[config.mk]
export PLATFORM = sky130hd
export DESIGN_NAME = bcz_ctrl
export DESIGN_NICKNAME = d
export VERILOG_FILES = /design/src/bcz_pkg.sv /design/src/bcz_ctrl.sv
export SDC_FILE = /design/constraint.sdc
export NUM_CORES = 1
export LEC_CHECK = 0
export ABC_CLOCK_PERIOD_IN_PS = 3190
export BUFFER_PORTS_ARGS = -buffer_cell sky130_fd_sc_hd__buf_2
export CAP_MARGIN = 20
export CORE_MARGIN = 1.5
export CORE_UTILIZATION = 30
export CTS_CLUSTER_SIZE = 40
export DETAILED_ROUTE_END_ITERATION = 12
export GPL_ROUTABILITY_DRIVEN = 0
export PLACE_DENSITY = 0.68
export SLEW_MARGIN = 20
export SYNTH_ARGS = -nofsm -noshare
export SYNTH_HDL_FRONTEND = slang
export SYNTH_SLANG_ARGS = --single-unit
[constraint.sdc]
create_clock -name clock -period 3.19 [get_ports clock]
set_clock_uncertainty 0.2 [all_clocks]
set_input_delay 0.4785 -clock clock [delete_from_list [all_inputs] [get_ports clock]]
set_output_delay 0.4785 -clock clock [all_outputs]
set_load 0.005 [all_outputs]
[src/bcz_pkg.sv]
// shared types and constants for the backface cull and z average block
`default_nettype none
package bcz_pkg;
   localparam int COORD_W = 32;
   localparam int TAG_W = 12;
   localparam int COUNT_W = 3;
   localparam int CMD_LOAD = 0;

   // store depth, corner limit and ordinal wrap
   localparam int VERTEX_DEPTH = 1024;
   localparam int MAX_CORNERS = 4;
   localparam int MAX_POLYGONS = 4096;

   typedef struct packed {
      logic [COORD_W-1:0] x;
      logic [COORD_W-1:0] y;
      logic [COORD_W-1:0] z;
   } vertex_type;

   typedef enum logic [3:0] {
      ST_IDLE, ST_RD_PIVOT, ST_WAIT_PIVOT, ST_MUL, ST_MUL_WAIT, ST_CHECK,
      ST_RD_CORNER, ST_WAIT_CORNER, ST_DIVIDE, ST_EMIT
   } state_type;

   // controller to datapath commands
   typedef struct packed {
      logic capture;     // latch request
      logic write_vtx;   // store the request vertex
      logic read_pivot;  // read pivot from store
      logic load_diff;   // form difference vector
      logic mul_step;    // one product of the dot
      logic drop;        // back-facing polygon dropped
      logic read_corner; // read next corner
      logic add_z;       // accumulate z
      logic div_start;   // start divider
      logic div_step;    // one divider bit
      logic load_out;    // present response
   } cmd_type;

   // datapath to controller status
   typedef struct packed {
      logic is_load;
      logic back_facing;
      logic corners_done;
      logic mul_done;
      logic div_done;
   } stat_type;
endpackage
`default_nettype wire

[src/bcz_ctrl.sv]
// controller state machine for the cull block
`default_nettype none
module bcz_ctrl (
   input  wire logic               clock,
   input  wire logic               reset,
   input  wire logic               req_valid,
   output logic                    req_ready,
   output logic                    rsp_valid,
   input  wire logic               rsp_ready,
   input  wire bcz_pkg::stat_type  stat,
   output bcz_pkg::cmd_type        cmd
);
   import bcz_pkg::*;
   state_type state_ff, state_in;
   logic rsp_valid_ff, rsp_valid_in;

   // state register
   always_ff @(posedge clock) begin
      if (reset) begin
         state_ff <= ST_IDLE;
         rsp_valid_ff <= 1'b0;
      end else begin
         state_ff <= state_in;
         rsp_valid_ff <= rsp_valid_in;
      end
   end

   assign rsp_valid = rsp_valid_ff;

   // next state and commands
   always_comb begin
      state_in = state_ff;
      cmd = '0;
      req_ready = 1'b0;
      rsp_valid_in = rsp_valid_ff && !rsp_ready;
      case (state_ff)
         ST_IDLE: begin
            req_ready = 1'b1;
            if (req_valid) begin
               cmd.capture = 1'b1;
               state_in = ST_RD_PIVOT;
            end
         end
         ST_RD_PIVOT: begin
            if (stat.is_load) begin
               cmd.write_vtx = 1'b1;
               state_in = ST_IDLE;
            end else begin
               cmd.read_pivot = 1'b1;
               state_in = ST_WAIT_PIVOT;
            end
         end
         // keep the pivot on the store output for the difference step
         ST_WAIT_PIVOT: begin
            cmd.read_pivot = 1'b1;
            state_in = ST_MUL;
         end
         ST_MUL: begin
            cmd.load_diff = 1'b1;
            state_in = ST_MUL_WAIT;
         end
         ST_MUL_WAIT: begin
            cmd.mul_step = 1'b1;
            if (stat.mul_done) state_in = ST_CHECK;
         end
         ST_CHECK: begin
            if (stat.back_facing) begin
               cmd.drop = 1'b1;
               state_in = ST_IDLE;
            end else begin
               state_in = ST_RD_CORNER;
            end
         end
         ST_RD_CORNER: begin
            if (stat.corners_done) begin
               cmd.div_start = 1'b1;
               state_in = ST_DIVIDE;
            end else begin
               cmd.read_corner = 1'b1;
               state_in = ST_WAIT_CORNER;
            end
         end
         ST_WAIT_CORNER: begin
            cmd.add_z = 1'b1;
            state_in = ST_RD_CORNER;
         end
         ST_DIVIDE: begin
            cmd.div_step = 1'b1;
            if (stat.div_done) state_in = ST_EMIT;
         end
         ST_EMIT: begin
            if (!rsp_valid_ff || rsp_ready) begin
               cmd.load_out = 1'b1;
               rsp_valid_in = 1'b1;
               state_in = ST_IDLE;
            end
         end
         default: state_in = ST_IDLE;
      endcase
   end

   // a response is only launched from the emit state
   a_emit: assert property (@(posedge clock) disable iff (reset)
      cmd.load_out |-> state_ff == ST_EMIT) else $error("stray response load");
   // a pending response is never overwritten
   a_hold: assert property (@(posedge clock) disable iff (reset)
      (rsp_valid_ff && !rsp_ready) |=> rsp_valid_ff) else $error("response lost");
   // requests only taken when idle
   a_ready: assert property (@(posedge clock) disable iff (reset)
      req_ready |-> state_ff == ST_IDLE) else $error("ready outside idle");
endmodule
`default_nettype wire

======== Yosys cells after proc, flatten, opt, wreduce, memory -nomap -nowiden ========
Cells that the tools add are included.
storage, ports and cells
  input bits .............................. 9
  output and inout bits ................... 13
  register bits ........................... 5
  logic and storage cells ................. 50
operators by class
  equality and inequality tests ........... 13
  reductions and logical operators ........ 6
  multiplexer cells ....................... 29
operator list
  operator              number
  $pmux W4 S10          1
  $mux W1               20
  $mux W4               5
  $eq A4 B3 Y1 const B  4
  $eq A4 B2 Y1 const B  2
  $eq A4 B4 Y1 const B  2
  $ne A2 B2 Y1 const B  4
  $eq A4 B1 Y1 const B  1
  $logic_not A4 Y1      1
  $reduce_and A4 Y1     1
  $mux W3               1
  $logic_not A1 Y1      2
  $mux W2               1
  $pmux W1 S2           1
  $logic_and A1 B1 Y1   1
  $logic_or A1 B1 Y1    1

======== Logic depth before layout (Yosys ltp) ========
  word-level depth ........................ 4
  gate-level depth with buffers ........... 5
  depth with buffers taken out ............ 4

======== Worst setup path after synthesis ========
Ideal clock, no wire load.
  path kind ............................... flip-flop to output port
  start point ............................. register state_ff[1]
  end point ............................... output cmd[10] (netlist bit)
  arrival ................................. 0.967 ns
  buffers on the path ..................... 1
  stages on the path, launching flop included .. 4
  setup slack ............................. 1.544 ns
  data required time ...................... 2.511 ns
  cell sequence ........................... dfxtp_1 -> buf_6 -> nor4_1 -> and2_1
RTL lines
  item                    line            RTL
  start, declared         bcz_ctrl.sv:14  state_type state_ff, state_in;
  start signal, assigned  bcz_ctrl.sv:23  state_ff <= state_in;
  end, declared           bcz_ctrl.sv:11  output bcz_pkg::cmd_type cmd

==> flow_metrics.tcl <==
set metrics [dict create \
    grt_pass1_wl_um 1510 \
    design_area_um2 517 \
    syn_avg_cell_area_um2 7.51 \
    drt_wl_total_um 948 \
    synth_fp_nets 62 \
    rsz0062_at_grt "false" \
    holdBufCountCts 0 \
    synth_cells 53 \
    cts-resized-gates 0 \
    relSlewSlack_pct 66.4 \
    power_switching_uw 47.7 \
    die_h_um 39.4 \
    ant_nets 0 \
    viasPerCell 5.20 \
    peakVddDrop_mv 0.187 \
    clkTransAtPathRegs_ns 0.04 \
    clk_latency_ns 0.23 \
    htreeDepth 1 \
    place_area_um2 490 \
    ys_warn_count 0 \
    synth_edf_count 0 \
    endpoint_kind "output port" \
    finalNetCount 85 \
    cp_max_fo 10 \
    synth_cell_types 27 \
    core_area_um2 1170 \
    core.rowCount 12 \
    synth.top_cells.by_area "dfxtp_1, and3_1, buf_6, a21oi_1, nor2_1" \
    synth.top_cell.area_share_pct 25.2 \
    final_max_slew_viol_count 0 \
    clockPowerShare_pct 39.5 \
    cp.arrival_ns 1.40 \
    drive_gt1_share_pct 34.7 \
    dieArea_um2 1550 \
    p_int_uw 130 \
    grt_pass1_vias 366 \
    route.detailed.drc 0 \
    yosysTopAreaCell "dfxtp_1" \
    pwr-share-comb_pct 20.3 \
    antenna_found_initial 0 \
    fin_crit_sh_pct 65.1 \
    hold_path.class "in2reg" \
    cts_made_buffers 3 \
    hold_violations 0 \
    via_count 463 \
    drv_cap 0 \
    setup_viol 0 \
    max_slew.worst_pin.slew_ns 0.504 \
    port_buffers 21 \
    p_seq_share_pct 40.2 \
    wl_per_cell_um 10.7 \
    dieWidth_um 39.4 \
    fin_cells 89 \
    synthToLayoutAreaGrowth_pct 29.9 \
    dp_hpwl_um 717 \
    period_minus_slack_ns 2.08 \
    syn_area_um2 398 \
    layout_common_cells "buf_2, nor2_1, and3_1, dfxtp_1, a21oi_1" \
    grt_use_total_pct 14.9 \
    criticalPathCategory "reg2out" \
    dp_cells 85 \
    clock_sinks 5 \
    layout_commonest_cell "buf_2" \
    p_leak_uw 0.000263 \
    diodes 0 \
    cts_tree "done" \
    grt_max_degree 17 \
    fmax_ghz 0.482 \
    clk_path_buf_depth 2 \
    swShare_pct 26.9 \
    ys_seq_elements 5 \
    powerDensity_nw_per_um2 343 \
    outcome "completed" \
    utilization_pct 44.1 \
    crit_required_ns 2.51 \
    grt_overflow 0 \
    firstDrtPassIters 4 \
    startpoint_type "flop" \
    finalSetupTns_ns 0 \
    io_pins 22 \
    ys.flop_type "dfxtp_1" \
    synthArstFlopShare_pct 0 \
    initial_core_util_pct 34.0 \
    synth_seq_area_share_pct 25.2 \
    power.total_uw 177 \
    drt-initial-drc-count 20 \
    post-cts-setup-buffers 0 \
    clockRootBuffer "clkbuf_4" \
]
state kept, by name (all words and copies together) (netlist names):
signal,cells
rsp_valid,1
state_ff,4
critical path: stages, from the launching register on:
cell and delay (ns):
dfxtp_1 0.52, inv_1 0.19, nor4_1 0.29, buf_2 0.16
final cells by class:
cell class                      instances  area (um^2)
Clock buffer                            4         26.3
Fill cell                             124          654
Inverter                                4         15.0
Multi-Input combinational cell         41          253
Sequential cell                         5          100
Tap cell                               14         17.5
Timing Repair Buffer                   21          105
cells by family after synthesis:
group           Yosys count  synth area share, %
mux                       1                 2.52
flops                     5                 25.2
compound gates           15                 23.0
buf+inv                   7                 11.3
simple gates             25                 38.1
stage by stage:
step | setup WS, ns | hold WS [ns]
finish | 1.11 | 0.286
global route | 0.991 | 0.296
CTS | 1.11 | 0.270
detailed placement | 1.37 | 0.338
global placement | 1.40 | 0.343
floorplan | 1.54 | 0.317
worst paths after layout:
| path | start | to | slack (ns) | cells after the start |
|---|---|---|---|---|
| worst max register to register | state_ff[2] | state_ff[0] | 1.76 | 4 |
| worst min-delay path | reset | rsp_valid | 0.29 | 2 |
| worst max-delay path | state_ff[1] | cmd[7] | 1.11 | 3 |
| worst min register to register | rsp_valid | state_ff[0] | 0.34 | 2 |
power by group through the flow:
stage / Clock, uW / Sequential (uW) / Combinational [uW]
floorplan: 0 / 68.8 / 24.9
global placement: 0 / 71.8 / 35.8
detailed placement: 0 / 72.1 / 36.0
CTS: 75.5 / 71.0 / 36.3
global route: 77.3 / 71.8 / 40.9
finish: 70.0 / 71.2 / 36.1
synth_stat cells (all sizes together) (2+ instances only):
library cell	count
and3	5
a21oi	4
nor3	3
nor2b	2
nor4	2
o21ai	4
inv	4
nor2	6
buf	3
dfxtp	5
nand3	2
and4	2
metal layers:
| layer | routed length [um] | share of wire [%] | track usage (%) |
|---|---|---|---|
| met2 | 424 | 45 | 18.9 |
| met4 | 11 | 1.2 | 12.9 |
| met3 | 73 | 7.7 | 3.41 |
| met5 | 0 | 0 | 0 |
| met1 | 438 | 46 | 20.3 |
(Power assumes the default switching activity.)
